File: config.mk
export PLATFORM = sky130hd
export DESIGN_NAME = descriptor_table_with_shared_cursors_flat
export DESIGN_NICKNAME = d
export VERILOG_FILES = /design/src/rtl/core/dtsc_pkg.sv /design/src/rtl/core/dtsc_if.sv /design/src/rtl/core/dtsc_ram.sv /design/src/rtl/core/dtsc_cursor_unit.sv /design/src/rtl/core/descriptor_table_with_shared_cursors.sv /design/src/flat_wrapper.sv
export SDC_FILE = /design/constraint.sdc
export NUM_CORES = 1
export LEC_CHECK = 0
export ABC_CLOCK_PERIOD_IN_PS = 7200
export BUFFER_PORTS_ARGS = -buffer_cell sky130_fd_sc_hd__buf_2
export CAP_MARGIN = 10
export CORE_UTILIZATION = 60
export CTS_BUF_LIST = sky130_fd_sc_hd__clkbuf_4
export DETAILED_ROUTE_END_ITERATION = 10
export PLACE_DENSITY_LB_ADDON = 0.25
export SLEW_MARGIN = 25
export SYNTH_ARGS = -nofsm -noshare
export SYNTH_HDL_FRONTEND = slang
export SYNTH_SLANG_ARGS = --single-unit
File: constraint.sdc
create_clock -name clk_i -period 7.2 [get_ports clk_i]
set_input_delay 1.08 -clock clk_i [delete_from_list [all_inputs] [get_ports clk_i]]
set_output_delay 1.08 -clock clk_i [all_outputs]
set_load 0.005 [all_outputs]
File: src/rtl/core/dtsc_pkg.sv
package dtsc_pkg;

  // fixed table shape, settled by the field widths of a request
  localparam int SLOT_COUNT  = 4;
  localparam int FILE_COUNT  = 4;
  localparam int MAP_SLOTS   = 4;
  localparam int SLOT_W      = $clog2(SLOT_COUNT);
  localparam int FILE_IDX_W  = 2;
  localparam int RESULT_CAP  = 64;
  localparam int STORE_BYTES = 64;

  // register indexes of the configuration port
  localparam int CFG_IDX_W = 2;
  localparam logic [CFG_IDX_W-1:0] CFG_FILE_KINDS  = 2'd0;
  localparam logic [CFG_IDX_W-1:0] CFG_INITIAL_MAP = 2'd1;

  localparam logic [7:0]  KINDS_RESET = 8'd9;
  localparam logic [11:0] MAP_RESET   = 12'd352;

  // file kinds; code 3 behaves as no file
  localparam logic [1:0] KIND_CONSOLE = 2'd1;
  localparam logic [1:0] KIND_MEMORY  = 2'd2;

  typedef enum logic [2:0] {
    FUNC_WRITE = 3'd0,
    FUNC_READ  = 3'd1,
    FUNC_DUP   = 3'd2,
    FUNC_SEEK  = 3'd3,
    FUNC_TELL  = 3'd4
  } func_e;

  typedef enum logic [2:0] {
    ST_CLEAR,
    ST_IDLE,
    ST_DECODE,
    ST_RD_CHECK,
    ST_RD_EMIT
  } dtsc_state_e;

  typedef struct packed {
    logic [2:0] func;
    logic [2:0] descriptor;
    logic [2:0] target_descriptor;
    logic [6:0] position;
    logic [7:0] data_byte;
    logic [6:0] read_count;
  } req_t;

  typedef struct packed {
    logic       refused;
    logic [6:0] answer;
    logic       console_valid;
    logic [7:0] console_byte;
    logic       read_valid;
    logic [7:0] read_byte;
    logic       last;
  } rsp_t;

  // compare results of the cursor unit
  typedef struct packed {
    logic lt_len;
    logic lt_store;
  } cur_flags_t;

  typedef logic [SLOT_COUNT-1:0][2:0] map_t;

  // descriptor map as loaded from the initial map register
  function automatic map_t load_map(input logic [11:0] v);
    map_t m;
    for (int s = 0; s < SLOT_COUNT; s++) begin
      m[s] = 3'b000;
      if (s < MAP_SLOTS) begin
        m[s] = v[3*s +: 3];
      end
    end
    return m;
  endfunction

endpackage

File: src/rtl/core/dtsc_if.sv
// request channel
interface dtsc_req_if;
  logic               valid;
  logic               ready;
  dtsc_pkg::req_t     payload;
  modport source (output valid, output payload, input ready);
  modport sink (input valid, input payload, output ready);
endinterface

// result channel
interface dtsc_rsp_if;
  logic               valid;
  logic               ready;
  dtsc_pkg::rsp_t     payload;
  modport source (output valid, output payload, input ready);
  modport sink (input valid, input payload, output ready);
endinterface

// register write channel
interface dtsc_cfg_if;
  logic                             valid;
  logic                             ready;
  logic [dtsc_pkg::CFG_IDX_W-1:0]   index;
  logic [11:0]                      data;
  modport source (output valid, output index, output data, input ready);
  modport sink (input valid, input index, input data, output ready);
endinterface

File: src/rtl/core/dtsc_ram.sv
module dtsc_ram #(
  parameter int WIDTH = 8,
  parameter int DEPTH = 64
) (
  input  logic                     clk_i,
  input  logic                     we_i,
  input  logic [$clog2(DEPTH)-1:0] waddr_i,
  input  logic [WIDTH-1:0]         wdata_i,
  input  logic                     re_i,
  input  logic [$clog2(DEPTH)-1:0] raddr_i,
  output logic [WIDTH-1:0]         rdata_o
);

  logic [WIDTH-1:0] mem_q [DEPTH];
  logic [WIDTH-1:0] rdata_q;

  // one write port, one registered read port
  always_ff @(posedge clk_i) begin
    if (we_i) begin
      mem_q[waddr_i] <= wdata_i;
    end
    if (re_i) begin
      rdata_q <= mem_q[raddr_i];
    end
  end

  assign rdata_o = rdata_q;

endmodule

File: src/rtl/core/dtsc_cursor_unit.sv
module dtsc_cursor_unit #(
  parameter int STORE_BYTES = dtsc_pkg::STORE_BYTES
) (
  input  logic [$clog2(STORE_BYTES+1)-1:0] cur_i,
  input  logic [$clog2(STORE_BYTES+1)-1:0] len_i,
  output logic [$clog2(STORE_BYTES+1)-1:0] inc_o,
  output dtsc_pkg::cur_flags_t             flags_o
);
  import dtsc_pkg::*;

  localparam int CurW = $clog2(STORE_BYTES+1);

  // advance and bound checks shared by writes and every read step
  assign inc_o            = cur_i + CurW'(1);
  assign flags_o.lt_len   = cur_i < len_i;
  assign flags_o.lt_store = cur_i < CurW'(STORE_BYTES);

endmodule

File: src/rtl/core/descriptor_table_with_shared_cursors.sv
// channel  dir  handshake      payload
// req_i    in   valid/ready    func, descriptor, target_descriptor, position, data_byte,
//                              read_count
// rsp_o    out  valid/ready    refused, answer, console_valid/byte, read_valid/byte, last
// cfg_i    in   valid/ready    index (0 file_kinds, 1 initial_map), data; always ready
//
// write, duplicate, seek and tell: a request passes latch, then decode
// read of n bytes: latch, decode, first store read, then one byte a cycle while results are taken
// after reset a clearing pass zeroes every byte of the store, no request taken
// a held result stalls the sequencer; the next request is taken once it is registered
module descriptor_table_with_shared_cursors #(
  parameter int STORE_BYTES = dtsc_pkg::STORE_BYTES
) (
  input  logic       clk_i,
  input  logic       rst_ni,
  dtsc_req_if.sink   req_i,
  dtsc_rsp_if.source rsp_o,
  dtsc_cfg_if.sink   cfg_i
);
  import dtsc_pkg::*;

  localparam int CurW    = $clog2(STORE_BYTES+1);
  localparam int AddrW   = $clog2(STORE_BYTES);
  localparam int ReadCap = (STORE_BYTES < RESULT_CAP) ? STORE_BYTES : RESULT_CAP;

  dtsc_state_e           state_q, state_d;
  req_t                  req_q;
  rsp_t                  rsp_q, rsp_new;
  logic                  out_valid_q;
  map_t                  map_q;
  logic [7:0]            kinds_q;
  logic [CurW-1:0]       cursors_q [FILE_COUNT];
  logic [CurW-1:0]       wlen_q;
  logic [6:0]            cnt_q, want_q;
  logic [AddrW-1:0]      clr_q;

  logic                  req_fire, cfg_fire, out_free, clr_last;
  logic                  slot_ok, found, is_mem, is_con, target_ok, pos_ok, rd_go, more;
  logic [2:0]            entry;
  logic [FILE_IDX_W-1:0] fidx;
  logic [1:0]            kind;
  logic [CurW-1:0]       cur, cur_inc, cur_new, wlen_new;
  logic [6:0]            want_calc;
  cur_flags_t            flags;

  logic                  emit, ram_we, ram_re, cur_we, wlen_we, map_we, rd_start, cnt_step;
  logic [AddrW-1:0]      ram_waddr;
  logic [7:0]            ram_wdata, ram_rdata;

  assign req_fire  = req_i.valid && req_i.ready;
  assign cfg_fire  = cfg_i.valid && cfg_i.ready;
  assign out_free  = !out_valid_q || rsp_o.ready;
  assign clr_last  = clr_q == AddrW'(STORE_BYTES - 1);

  assign req_i.ready   = state_q == ST_IDLE;
  assign cfg_i.ready   = 1'b1;
  assign rsp_o.valid   = out_valid_q;
  assign rsp_o.payload = rsp_q;

  // slot lookup and file attributes of the latched request
  assign slot_ok   = int'(req_q.descriptor) < SLOT_COUNT;
  assign entry     = map_q[req_q.descriptor[SLOT_W-1:0]];
  assign fidx      = entry[FILE_IDX_W-1:0];
  assign found     = slot_ok && entry[2] && (int'(fidx) < FILE_COUNT);
  assign kind      = kinds_q[{fidx, 1'b0} +: 2];
  assign is_mem    = kind == KIND_MEMORY;
  assign is_con    = kind == KIND_CONSOLE;
  assign cur       = cursors_q[fidx];
  assign target_ok = int'(req_q.target_descriptor) < SLOT_COUNT;
  assign pos_ok    = int'(req_q.position) <= STORE_BYTES;
  assign rd_go     = found && (req_q.func == FUNC_READ) && is_mem;
  assign want_calc = (int'(req_q.read_count) > ReadCap) ? 7'(ReadCap) : req_q.read_count;

  dtsc_cursor_unit #(
    .STORE_BYTES(STORE_BYTES)
  ) u_cursor (
    .cur_i   (cur),
    .len_i   (wlen_q),
    .inc_o   (cur_inc),
    .flags_o (flags)
  );

  assign more = (cnt_q < want_q) && flags.lt_len && flags.lt_store;

  dtsc_ram #(
    .WIDTH(8),
    .DEPTH(STORE_BYTES)
  ) u_store (
    .clk_i   (clk_i),
    .we_i    (ram_we),
    .waddr_i (ram_waddr),
    .wdata_i (ram_wdata),
    .re_i    (ram_re),
    .raddr_i (cur[AddrW-1:0]),
    .rdata_o (ram_rdata)
  );

  // next state
  always_comb begin
    state_d = state_q;
    unique case (state_q)
      ST_CLEAR: begin
        if (clr_last) state_d = ST_IDLE;
      end
      ST_IDLE: begin
        if (req_fire) state_d = ST_DECODE;
      end
      ST_DECODE: begin
        if (rd_go) state_d = ST_RD_CHECK;
        else if (out_free) state_d = ST_IDLE;
      end
      ST_RD_CHECK: begin
        if (more) state_d = ST_RD_EMIT;
        else if (out_free) state_d = ST_IDLE;
      end
      ST_RD_EMIT: begin
        if (out_free && !more) state_d = ST_IDLE;
      end
      default: state_d = ST_IDLE;
    endcase
  end

  // sequencer actions and result assembly
  always_comb begin
    emit      = 1'b0;
    rsp_new   = '0;
    ram_we    = 1'b0;
    ram_waddr = clr_q;
    ram_wdata = 8'd0;
    ram_re    = 1'b0;
    cur_we    = 1'b0;
    cur_new   = cur_inc;
    wlen_we   = 1'b0;
    wlen_new  = cur_inc;
    map_we    = 1'b0;
    rd_start  = 1'b0;
    cnt_step  = 1'b0;
    unique case (state_q)
      ST_CLEAR: begin
        ram_we = 1'b1;
      end
      ST_IDLE: begin
      end
      ST_DECODE: begin
        rd_start     = rd_go;
        rsp_new.last = 1'b1;
        if (!rd_go && out_free) begin
          emit = 1'b1;
          if (!found) begin
            rsp_new.refused = 1'b1;
          end else begin
            unique case (req_q.func)
              FUNC_WRITE: begin
                if (is_con) begin
                  rsp_new.answer        = 7'd1;
                  rsp_new.console_valid = 1'b1;
                  rsp_new.console_byte  = req_q.data_byte;
                end else if (is_mem) begin
                  // store at the cursor unless it sits at the end
                  if (flags.lt_store) begin
                    ram_we         = 1'b1;
                    ram_waddr      = cur[AddrW-1:0];
                    ram_wdata      = req_q.data_byte;
                    cur_we         = 1'b1;
                    rsp_new.answer = 7'd1;
                    wlen_we        = !flags.lt_len;
                  end else begin
                    wlen_new = cur;
                    wlen_we  = wlen_q != cur;
                  end
                end else begin
                  rsp_new.refused = 1'b1;
                end
              end
              FUNC_DUP: begin
                if (target_ok) begin
                  map_we         = 1'b1;
                  rsp_new.answer = 7'(req_q.target_descriptor);
                end else begin
                  rsp_new.refused = 1'b1;
                end
              end
              FUNC_SEEK: begin
                if (is_mem && pos_ok) begin
                  cur_we         = 1'b1;
                  cur_new        = CurW'(req_q.position);
                  rsp_new.answer = req_q.position;
                end else begin
                  rsp_new.refused = 1'b1;
                end
              end
              FUNC_TELL: begin
                rsp_new.answer = 7'(cur);
              end
              default: begin
                // read on a file that is not memory, or an unknown operation
                rsp_new.refused = 1'b1;
              end
            endcase
          end
        end
      end
      ST_RD_CHECK: begin
        if (more) begin
          ram_re   = 1'b1;
          cur_we   = 1'b1;
          cnt_step = 1'b1;
        end else if (out_free) begin
          // nothing to take
          emit         = 1'b1;
          rsp_new.last = 1'b1;
        end
      end
      ST_RD_EMIT: begin
        if (out_free) begin
          emit               = 1'b1;
          rsp_new.read_valid = 1'b1;
          rsp_new.read_byte  = ram_rdata;
          rsp_new.last       = !more;
          rsp_new.answer     = more ? 7'd0 : cnt_q;
          if (more) begin
            ram_re   = 1'b1;
            cur_we   = 1'b1;
            cnt_step = 1'b1;
          end
        end
      end
      default: begin
      end
    endcase
  end

  // control state and tables
  always_ff @(posedge clk_i or negedge rst_ni) begin
    if (!rst_ni) begin
      state_q     <= ST_CLEAR;
      out_valid_q <= 1'b0;
      clr_q       <= '0;
      kinds_q     <= KINDS_RESET;
      map_q       <= load_map(MAP_RESET);
      wlen_q      <= '0;
      cnt_q       <= '0;
      want_q      <= '0;
      for (int f = 0; f < FILE_COUNT; f++) begin
        cursors_q[f] <= '0;
      end
    end else begin
      state_q <= state_d;
      if (emit) out_valid_q <= 1'b1;
      else if (rsp_o.ready) out_valid_q <= 1'b0;
      if (state_q == ST_CLEAR) clr_q <= clr_q + AddrW'(1);
      if (cfg_fire && cfg_i.index == CFG_FILE_KINDS) kinds_q <= cfg_i.data[7:0];
      if (cfg_fire && cfg_i.index == CFG_INITIAL_MAP) begin
        map_q <= load_map(cfg_i.data);
      end else if (map_we) begin
        map_q[req_q.target_descriptor[SLOT_W-1:0]] <= entry;
      end
      if (cur_we) cursors_q[fidx] <= cur_new;
      if (wlen_we) wlen_q <= wlen_new;
      if (rd_start) begin
        cnt_q  <= '0;
        want_q <= want_calc;
      end else if (cnt_step) begin
        cnt_q <= cnt_q + 7'd1;
      end
    end
  end

  // request and result payloads
  always_ff @(posedge clk_i) begin
    if (req_fire) req_q <= req_i.payload;
    if (emit) rsp_q <= rsp_new;
  end

  // written length never passes the end of the store
  assert property (@(posedge clk_i) disable iff (!rst_ni)
    int'(wlen_q) <= STORE_BYTES)
    else $error("written length beyond store");

  // no request is taken while the store is being cleared
  assert property (@(posedge clk_i) disable iff (!rst_ni)
    state_q == ST_CLEAR |-> !req_fire)
    else $error("request taken during clearing pass");

  // every store read is followed by a byte step
  assert property (@(posedge clk_i) disable iff (!rst_ni)
    ram_re |=> state_q == ST_RD_EMIT)
    else $error("store read without a byte step");

  // the store is never written in the middle of a read
  assert property (@(posedge clk_i) disable iff (!rst_ni)
    (state_q == ST_RD_CHECK || state_q == ST_RD_EMIT) |-> !ram_we)
    else $error("store write during read");

  // byte count stays within the requested amount
  assert property (@(posedge clk_i) disable iff (!rst_ni)
    state_q == ST_RD_EMIT |-> (cnt_q <= want_q && cnt_q != 7'd0))
    else $error("read count out of range");

endmodule
File: src/flat_wrapper.sv
// flat-port wrapper written by rule: the top's interface ports become plain ports
module descriptor_table_with_shared_cursors_flat import dtsc_pkg::*;
#(
  parameter int STORE_BYTES = dtsc_pkg::STORE_BYTES
)
  (clk_i, rst_ni, req_i_valid, req_i_payload, req_i_ready, rsp_o_valid, rsp_o_payload, rsp_o_ready, cfg_i_valid, cfg_i_index, cfg_i_data, cfg_i_ready);
  dtsc_req_if req_i_i ();
  dtsc_rsp_if rsp_o_i ();
  dtsc_cfg_if cfg_i_i ();
  input  logic clk_i;
  input  logic rst_ni;
  input wire logic [$bits(req_i_i.valid)-1:0] req_i_valid;
  input wire logic [$bits(req_i_i.payload)-1:0] req_i_payload;
  output wire logic [$bits(req_i_i.ready)-1:0] req_i_ready;
  output wire logic [$bits(rsp_o_i.valid)-1:0] rsp_o_valid;
  output wire logic [$bits(rsp_o_i.payload)-1:0] rsp_o_payload;
  input wire logic [$bits(rsp_o_i.ready)-1:0] rsp_o_ready;
  input wire logic [$bits(cfg_i_i.valid)-1:0] cfg_i_valid;
  input wire logic [$bits(cfg_i_i.index)-1:0] cfg_i_index;
  input wire logic [$bits(cfg_i_i.data)-1:0] cfg_i_data;
  output wire logic [$bits(cfg_i_i.ready)-1:0] cfg_i_ready;
  assign req_i_i.valid = req_i_valid;
  assign req_i_i.payload = req_i_payload;
  assign req_i_ready = req_i_i.ready;
  assign rsp_o_valid = rsp_o_i.valid;
  assign rsp_o_payload = rsp_o_i.payload;
  assign rsp_o_i.ready = rsp_o_ready;
  assign cfg_i_i.valid = cfg_i_valid;
  assign cfg_i_i.index = cfg_i_index;
  assign cfg_i_i.data = cfg_i_data;
  assign cfg_i_ready = cfg_i_i.ready;
  descriptor_table_with_shared_cursors #(.STORE_BYTES(STORE_BYTES)) u_core (.clk_i(clk_i), .rst_ni(rst_ni), .req_i(req_i_i), .rsp_o(rsp_o_i), .cfg_i(cfg_i_i));
endmodule
# == Yosys cells after proc, flatten, opt, wreduce, memory -nomap -nowiden ==
# Memory sizes are Yosys's and may differ from the RTL's. A register that Yosys moved wholly into a read port is not among the register bits.
# Index checks and enable logic that the tools add are counted.
# W data, S select, Z words.
# op_classes
n_reduce_logical,29
eq_ne,16
magnitude_cmp,12
shift,1
n_addsub,3
n_bitwise,1
n_mux,106
# op_table
cell,count
$mux W7,22
$mux W8,7
$mux W6,7
$mux W1,38
$mux W16,2
$bwmux W28,1
$pmux W7 S4,1
$mux W3,9
$mux W12,2
$mux W9,2
$pmux W3 S5,1
$add A7 B1 Y7 const B,2
$bmux W7 S2,1
$demux W7 S2,1
$lt A7 B7 Y1,2
$pmux W7 S2,1
$logic_and A1 B1 Y1,13
$bwmux W12,1
$eq A3 B2 Y1 const B,4
$mux W10,1
$pmux W1 S3,3
$shiftx A8 B4 Y2,1
$gt A7 B7 Y1 const B,1
$le A7 B7 Y1 const B,1
29 further kinds,44
# totals
word_cells,197
out_inout_bits,30
mem_bits_rw,512
input_bits,50
register_bits,137
memories,1
# mem_list
memory,words,width,read_ports,rd_clocked_by_memory_dff,wr,line_no,rtl
u_core.u_store.mem_q,64,8,1,1,1,dtsc_ram.sv:14,logic [WIDTH-1:0] mem_q [DEPTH];

# == Longest topological paths before layout ==
# Gate-level depths: netlist of the first run.
# depth
word_depth,16
ltp_mapped,16

# == Hierarchy ==
# From an unflattened synthesis of the first run, not the netlist that was laid out.
# hier_totals
hier_cells,1546
hier_area_um2,26977.1
# modules_own_cells
module,area_per_inst_um2,cells_per_inst,n_inst,seq_area_each_um2
dtsc_ram,20270.7,972,1,15615.0
descriptor_table_with_shared_cursors,6457.4,537,1,3724.8
dtsc_cursor_unit,249.0,37,1,0.0

# == Worst setup path before layout of the first run ==
# OpenSTA, ideal clock, no wires.
# synth_path
path_type,register to register
startpoint,reg u_core.req_q[25] in the netlist's numbering
endpoint,"reg u_core.rsp_q, in the netlist u_core.rsp_o.payload[0] (enable)"
t_arrival_ns,4.920
path_stages_with_launch,16
period_less_slack_ns,5.340
path_slack_ns,1.860
path_cell_list,edfxtp_1 > mux4_1 > buf_6 > mux2i_1 > mux2_2 > inv_1 > buf_4 > buf_4 > buf_4 > ha_1 > a21oi_1 > maj3_1 > o21ai_2 > nor2_1 > a21o_1 > a21oi_1
# synth_via
elab_chain_len,11
word_cells_on_any_way,21
cone_classes,3 x order compare; 1 x eq/ne; 1 x shift; 8 x mux; 1 x bitwise; 7 x reduce/logical
# synth_lines
element,line_no,rtl
"start, declared",descriptor_table_with_shared_cursors.sv:27,req_t req_q;
"start signal, assigned",descriptor_table_with_shared_cursors.sv:271,if (req_fire) req_q <= req_i.payload;
$bmux W3 S2,descriptor_table_with_shared_cursors.sv:62,assign entry = map_q[req_q.descriptor[SLOT_W-1:0]];
$mux W3 (not written as such),descriptor_table_with_shared_cursors.sv:62,
$not A2 Y3 (not written as such),descriptor_table_with_shared_cursors.sv:68,assign cur = cursors_q[fidx];
$bmux W7 S2,descriptor_table_with_shared_cursors.sv:68,
$mux W7 (not written as such) (2 in series),descriptor_table_with_shared_cursors.sv:68,
$lt A7 B7 Y1,dtsc_cursor_unit.sv:15,assign flags_o.lt_len = cur_i < len_i;
$logic_and A1 B1 Y1 (2 in series),descriptor_table_with_shared_cursors.sv:83,assign more = (cnt_q < want_q) && flags.lt_len && flags.lt_store;
$mux W1,descriptor_table_with_shared_cursors.sv:204,if (more) begin
$pmux W1 S3 *,descriptor_table_with_shared_cursors.sv:138,unique case (state_q)
named net u_core.emit,descriptor_table_with_shared_cursors.sv:46,"logic emit, ram_we, ram_re, cur_we, wlen_we, map_we, rd_start, cnt_step;"
"end signal, assigned",descriptor_table_with_shared_cursors.sv:272,if (emit) rsp_q <= rsp_new;
"end, declared",descriptor_table_with_shared_cursors.sv:28,"rsp_t rsp_q, rsp_new;"
# The timed path passes the listed nets; every way through them passes the cells marked *. The select of a mux whose other input is x is not followed.
# A chain may end at the register's enable or synchronous reset.

# == Final worst setup path of the first run ==
# layout_path
startpoint,reg u_core.req_q[25] in the netlist's numbering
endpoint,mem u_core.u_store.mem_q[41][5] (enable)
# layout_via
elab_chain_len,16
word_cells_on_any_way,32
cone_classes,2 x order compare; 2 x eq/ne; 1 x shift; 21 x mux; 1 x bitwise; 5 x reduce/logical
# layout_lines
element,line_no,rtl
$bmux W3 S2,descriptor_table_with_shared_cursors.sv:62,
$mux W3 (not written as such),descriptor_table_with_shared_cursors.sv:62,
$not A2 Y3 (not written as such),descriptor_table_with_shared_cursors.sv:68,
$bmux W7 S2,descriptor_table_with_shared_cursors.sv:68,
$mux W7 (not written as such) (2 in series),descriptor_table_with_shared_cursors.sv:68,
$lt A7 B7 Y1,dtsc_cursor_unit.sv:16,assign flags_o.lt_store = cur_i < CurW'(STORE_BYTES);
$mux W1,descriptor_table_with_shared_cursors.sv:160,if (flags.lt_store) begin
$mux W1,descriptor_table_with_shared_cursors.sv:158,end else if (is_mem) begin
$mux W1,descriptor_table_with_shared_cursors.sv:154,if (is_con) begin
$mux W1,descriptor_table_with_shared_cursors.sv:152,unique case (req_q.func)
$mux W1,descriptor_table_with_shared_cursors.sv:149,if (!found) begin
$mux W1,descriptor_table_with_shared_cursors.sv:147,if (!rd_go && out_free) begin
$pmux W1 S2,descriptor_table_with_shared_cursors.sv:138,
$mux W1,dtsc_ram.sv:19,if (we_i) begin
$mux W1 (not written as such),dtsc_ram.sv:20,mem_q[waddr_i] <= wdata_i;
"end, declared",dtsc_ram.sv:14,
# Several ways; a longest one is shown, not always the timed one. The select of a mux whose other input is x is not followed.

==> flow_summary.toml, run 1 <==
[power_and_ir_drop]
power_leakage_nw = 11.50
power_mw = 9.486
power.share.clock_pct = 31.9
pwr-share-seq_pct = 48.0
p_sw_mw = 2.791
p_int_mw = 6.695
ir_drop_v = 0.0002073
power_frac_comb_pct = 20.2
pwr_density_cell_nw_per_um2 = 312.6
p_sw_share_pct = 29.42

[routing]
vias = 16187
dr.pass1.iters = 6
first_iter_violations = 1745
via_per_inst = 6.221
routedWlPerCell_um = 24.83
drtAntennaViolNets = 0
wl_um = 64620
drc_errors = 0

[sta]
setup-tns-final_ns = 0
worst_slew_pin_slew_ns = 1.030
fin_skew_ns = 0.04837
timing.final.crit_share_pct = 76.43
slew_viol_final = 0
fmax_mhz = 181.7
slew_headroom_pct = 31.33
timing.hold.ws_ns = 0.1373
final-setup-viol-count = 0
fin_crit_ns = 5.503
hold_viol = 0
rsz0062_at_grt = "no"

[clock_network]
cts-resized-gates = 0
clock_path_buffers = 3
path_clk_slew_ns = 0.07
clk_latency_ns = 0.96
cts-hold-fix-buffers = 0
htree_levels = 4
cts_inserted_buffers = 162
cts_tree = "yes"
cts_root_buf = "clkbuf_4"
clock-sinks = 657
postCtsSetupBuffers = 0

[yosys]
synth_top_area_share_pct = 63.32
syn_avg_cell_area_um2 = 15.97
synth_area_um2 = 27410
synthArstFlopShare_pct = 12.02
ys_seq_area_share_pct = 70.55
ys_warn_count = 0
synth_seq_cells = 657
yosys-top-cells-area = "edfxtp_1, mux2i_1, dfrtp_1"
ys_types = 67
synth_nets = 1784
ys.flop_type = "edfxtp_1"
synth_enable_flop_cells = 578
yosysTopAreaCell = "edfxtp_1"
netlist_instances = 1716

[setup_path]
path_cells = "mux4_1 -> buf_4 -> mux2i_1 -> mux2_2 -> clkinv_2 -> buf_4 -> nand3_1 -> o21ai_0 -> nand2_1 -> nor2_1"
r2r_start = "u_core.req_q[25]"
crit_type = "register to register"
worstPathArrival_ns = 6.09
reg2reg_slack_ns = 1.70
crit_required_ns = 7.79
setup.worst_path.start_class = "register"
crit_start = "u_core.req_q[25]"
slowest_stage = "nor2_1"
cpMostUsedCell = "buf_4"
ff2ff_path_depth = 10
rr_endpoint = "u_core.u_store.mem_q[41][5]"
critPathCaptureType = "register"
critPathMaxFanout = 47
cp_top_family = "simple AND/OR/NAND/NOR gates"
critPathMaxStageDelay_ns = 0.76
worst-path-buf-inv = 3

[global_routing]
grt_first_pass_wirelength_um = 97010
grtUsageTotal_pct = 28.55
grt_pass1_vias = 16154
grt_max_degree = 146
antenna_found_initial = 2
grt_busiest_layer = "met2"
grt_use_met1_pct = 39.36
grt_overflow = 0
met2_usage_pct = 43.28
grtUsageMet3_pct = 7.935

[die]
io_pins = 80
start_util_pct = 61.45
core_um2 = 44610
fp.dieArea_um2 = 46540
fp-row-count = 77
die-height_um = 215.7
die_x_um = 215.7

[layout]
syn_to_final_growth_pct = 10.71
drive_gt1_share_pct = 24.35
stdcell_count = 2602
fin_util_pct = 68.03
final_common_cell = "edfxtp_1"
final_nets = 1962
fill_cells = 3022
layout_common_cells = "edfxtp_1, mux2i_1, clkbuf_4"

[placed_design]
placedCellCount = 2322
gp_congestion = 0.8924
port_buffers = 78
dp_hpwl_um = 39900

[run]
max_cap_violations = 0

[worst_hold_path]
holdCritPathClass = "primary input to async pin"

[run_status]
status = "finished clean"
-- per-stage QoR --
| step | worst slack (ns) | instance area [um2] |
|---|---|---|
| 2_1_floorplan | 1.860 | 27410 |
| 3_3_place_gp | 1.942 | 28300 |
| 3_5_place_dp | 1.867 | 28310 |
| 4_1_cts | 1.820 | 30320 |
| 5_1_grt | 1.476 | 30350 |
| 6_report | 1.697 | 30350 |
-- power groups by stage --
stage,Sequential [mW],Combinational (mW),Clock (mW)
2_1_floorplan,4.56,1.36,0
3_3_place_gp,4.62,1.84,0
3_5_place_dp,4.62,1.88,0
4_1_cts,4.55,1.89,3.07
5_1_grt,4.57,2.02,3.27
6_report,4.55,1.91,3.02
-- kinds of logic (layout without fill, tap and decap cells) --
kind of cell    count (synthesis)  after routing  share of synthesized area (%)
compound gates                210            210                          5.446
buf+inv                       112            404                          2.027
mux                           397            397                          15.24
simple gates                  300            300                          5.226
flops                         657            657                          70.55
other cells                     1              3                        0.01368
xor+xnor                       20             20                         0.6390
fa+ha+maj                      19             19                         0.8582
-- registers in the layout (all words and copies together), names as in the netlist --
register	count
u_core.rsp_o.valid	1
u_core.u_store.rdata_o	8
u_core.wlen_q	7
u_core.want_q	7
u_core.cursors_q	28
u_core.cnt_q	7
u_core.rsp_o.payload	27
u_core.req_q	31
u_core.map_q	12
u_core.state_q	3
u_core.clr_q	6
u_core.kinds_q	8
u_core.u_store.mem_q	512
-- routing by layer --
metal  up-vias  part of all wire, %
met5         -                    0
met1      8122                   42
li1       7151                    -
met4         0                  2.2
met2       822                   47
met3        92                  8.5
-- cells in the mapped netlist, drive strengths merged (4+ instances only) --
library cell	count
dfstp	5
buf	54
a221oi	28
and3	11
mux2	103
nand2b	8
mux2i	289
o21ai	30
nand4	5
nor3b	4
o221ai	24
nor4	6
ha	18
edfxtp	578
nand2	83
o31ai	4
nor3	12
clkbuf	32
mux4	5
nand3b	11
o2bb2ai	6
nor2b	4
a31oi	6
and2	20
nor2	101
dfrtp	74
o32a	7
or3	5
inv	25
a21o	10
nand3	23
a22oi	5
xnor2	17
a21oi	30
o22ai	46
-- layout make-up --
class	count	area (um2)	area share (%)
diodes	2	5.005	0.01649
clock buffers	239	1794	5.912
clock inverters	39	216.5	0.7133
inverters	26	106.4	0.3505
multi-input cells	947	7566	24.93
flip-flops and latches	657	19340	63.73
well taps	592	740.7	2.441
repair buffers	100	578.1	1.905
-- worst max path at each step --
stage | to | slack [ns] | depth (start not counted)
2_1_floorplan | u_core.rsp_o.payload[0] | 1.86 | 15
3_3_place_gp | u_core.u_store.mem_q[43][0] | 1.94 | 10
3_5_place_dp | u_core.u_store.mem_q[41][2] | 1.87 | 8
4_1_cts | u_core.u_store.mem_q[57][1] | 1.82 | 8
5_1_grt | u_core.u_store.mem_q[59][0] | 1.48 | 10
6_report | u_core.u_store.mem_q[41][5] | 1.70 | 10
(Power assumes the default switching activity.)
==> run 2: changes to the inputs <==
--- a/config.mk
+++ b/config.mk
@@ -5,7 +5,7 @@
 export SDC_FILE = /design/constraint.sdc
 export NUM_CORES = 1
 export LEC_CHECK = 0
-export ABC_CLOCK_PERIOD_IN_PS = 7200
+export ABC_CLOCK_PERIOD_IN_PS = 5150
 export BUFFER_PORTS_ARGS = -buffer_cell sky130_fd_sc_hd__buf_2
 export CAP_MARGIN = 10
 export CORE_UTILIZATION = 60
==> constraint.sdc (replaced) <==
create_clock -name clk_i -period 5.15 [get_ports clk_i]
set_input_delay 0.7725 -clock clk_i [delete_from_list [all_inputs] [get_ports clk_i]]
set_output_delay 0.7725 -clock clk_i [all_outputs]
set_load 0.005 [all_outputs]
==> run 2 against run 1 <==
Maximum frequency is 19% higher. Highest routed layer unchanged. Critical endpoint is now u_core.u_store.mem_q[60][5]. Cell area grew 4.0%. Clock-buffer cell count grew 6. Non-clock buffer count is 113 higher. Combinational power rose by 49%.
==> flow_summary.toml, run 2 (same netlist as run 1, synthesis figures left out) <==
[setup_path]
crit_type = "register to register"
setup.worst_path.start_class = "register"
worstPathArrival_ns = 5.23
crit_required_ns = 5.75
ff2ff_path_depth = 14
critPathMaxFanout = 15
critPathCaptureType = "register"

[layout]
top_register = "u_core.u_store.mem_q"
final_nets = 2079
largestRegisters = "u_core.u_store.mem_q: 512 flops, u_core.req_q: 31 flops, u_core.cursors_q: 28 flops"
final_common_cell = "edfxtp_1"
layout_common_cells = "edfxtp_1, mux2i_1, clkbuf_4"
largest_reg_flops = 512
syn_to_final_growth_pct = 15.11
drive_gt1_share_pct = 26.56
stdcell_count = 2727

[die]
fp-row-count = 77
die-height_um = 215.7
fp.dieArea_um2 = 46540
core_um2 = 44610
io_pins = 80
start_util_pct = 61.45
die_x_um = 215.7

[sta]
rsz0062_at_grt = "no"
hold_viol = 0
timing.final.crit_share_pct = 89.88
fin_skew_ns = 0.06439
setup-tns-final_ns = 0
fin_crit_ns = 4.629
worst_slew_pin_slew_ns = 1.096
slew_headroom_pct = 26.76
final-setup-viol-count = 0
fmax_mhz = 216.0
slew_viol_final = 0

[global_routing]
grt_pass1_vias = 16931
grt_overflow = 0
met2_usage_pct = 46.70
grtUsageMet3_pct = 6.554
grtUsageTotal_pct = 29.47
grt_busiest_layer = "met2"
grt_max_degree = 80
antenna_found_initial = 2
grt_first_pass_wirelength_um = 100900
grt_use_met1_pct = 39.40

[clock_network]
cts-resized-gates = 0
clk_latency_ns = 1.01
cts_tree = "yes"
clock-sinks = 657
postCtsSetupBuffers = 0
cts_inserted_buffers = 166
cts_root_buf = "clkbuf_4"
htree_levels = 4
cts-hold-fix-buffers = 44
clock_path_buffers = 3
path_clk_slew_ns = 0.06

[placed_design]
dp_hpwl_um = 40340
gp_congestion = 0.9108
port_buffers = 78
placedCellCount = 2391

[routing]
via_per_inst = 6.157
vias = 16790
drc_errors = 0
first_iter_violations = 1829
routedWlPerCell_um = 24.45
drtAntennaViolNets = 0
wl_um = 66680
dr.pass1.iters = 6

[power_and_ir_drop]
pwr_density_cell_nw_per_um2 = 433.8
power_leakage_nw = 12.12
power_mw = 13.69
ir_drop_v = 0.0002764

[run_status]
status = "finished clean"

[worst_hold_path]
hold_path_depth = 5
holdCritPathClass = "primary input to register"

[run]
max_cap_violations = 0
==> run 2: power breakdown <==
| group | internal, mW | switching, mW | total, mW |
|---|---|---|---|
| Combinational | 1.10 | 1.75 | 2.85 |
| Sequential | 6.14 | 0.240 | 6.38 |
| Clock | 2.37 | 2.08 | 4.46 |
| Total | 9.61 | 4.07 | 13.7 |
==> run 2: worst paths after layout <==
check / from / endpoint / slack, ns
setup / recovery: u_core.req_q[25] / u_core.u_store.mem_q[60][5] / 0.52
hold / removal: req_i_valid / u_core.state_q[1] / 0.23
setup reg to reg: u_core.req_q[25] / u_core.u_store.mem_q[60][5] / 0.52
hold reg to reg: u_core.req_q[3] / u_core.want_q[3] / 0.50
max in group asynchronous: rst_ni / u_core.cursors_q[0] / 4.24
min in group asynchronous: rst_ni / u_core.map_q[2] / 0.38
==> run 2: metal layers <==
metal  part of all wire [%]  vias to the layer above
li1                       -                     7380
met1                     40                     8363
met2                     48                      902
met3                    8.5                      145
met4                    3.1                        0
met5                      0                        -
==> run 2: worst max-delay path, cell delays in order (launching register included) <==
cell      delay [ns]
edfxtp_1        0.44
mux4_1          0.73
buf_4           0.28
mux2i_1         0.17
inv_1           0.08
ha_1            0.24
nand3b_1        0.10
nor3_1          0.20
buf_4           0.24
and2_1          0.41
nand3_1         0.17
o31ai_1         0.14
nand2_1         0.26
buf_4           0.25
nor2_1          0.52
==> run 2: layout make-up <==
cell class | count | area, um2
Tap cell | 592 | 740.7
Fill cell | 2850 | 13050
Clock buffer | 245 | 1839
Clock inverter | 43 | 309.0
Antenna cell | 4 | 10.01
Timing Repair Buffer | 213 | 1658
Inverter | 26 | 106.4
Multi-Input combinational cell | 947 | 7550
Sequential cell | 657 | 19340
==> run 2: stage by stage <==
stage	setup slack (ns)	instance area [um2]	utilization [%]	hold WS, ns
2_1_floorplan	0.4033	27420	-	0.4591
3_3_place_gp	0.6550	28940	64.88	0.4819
3_5_place_dp	0.6229	28940	64.88	0.4849
4_1_cts	0.5900	31530	70.68	0.1243
5_1_grt	0.2306	31550	70.73	0.1965
6_report	0.5211	31550	70.74	0.2259
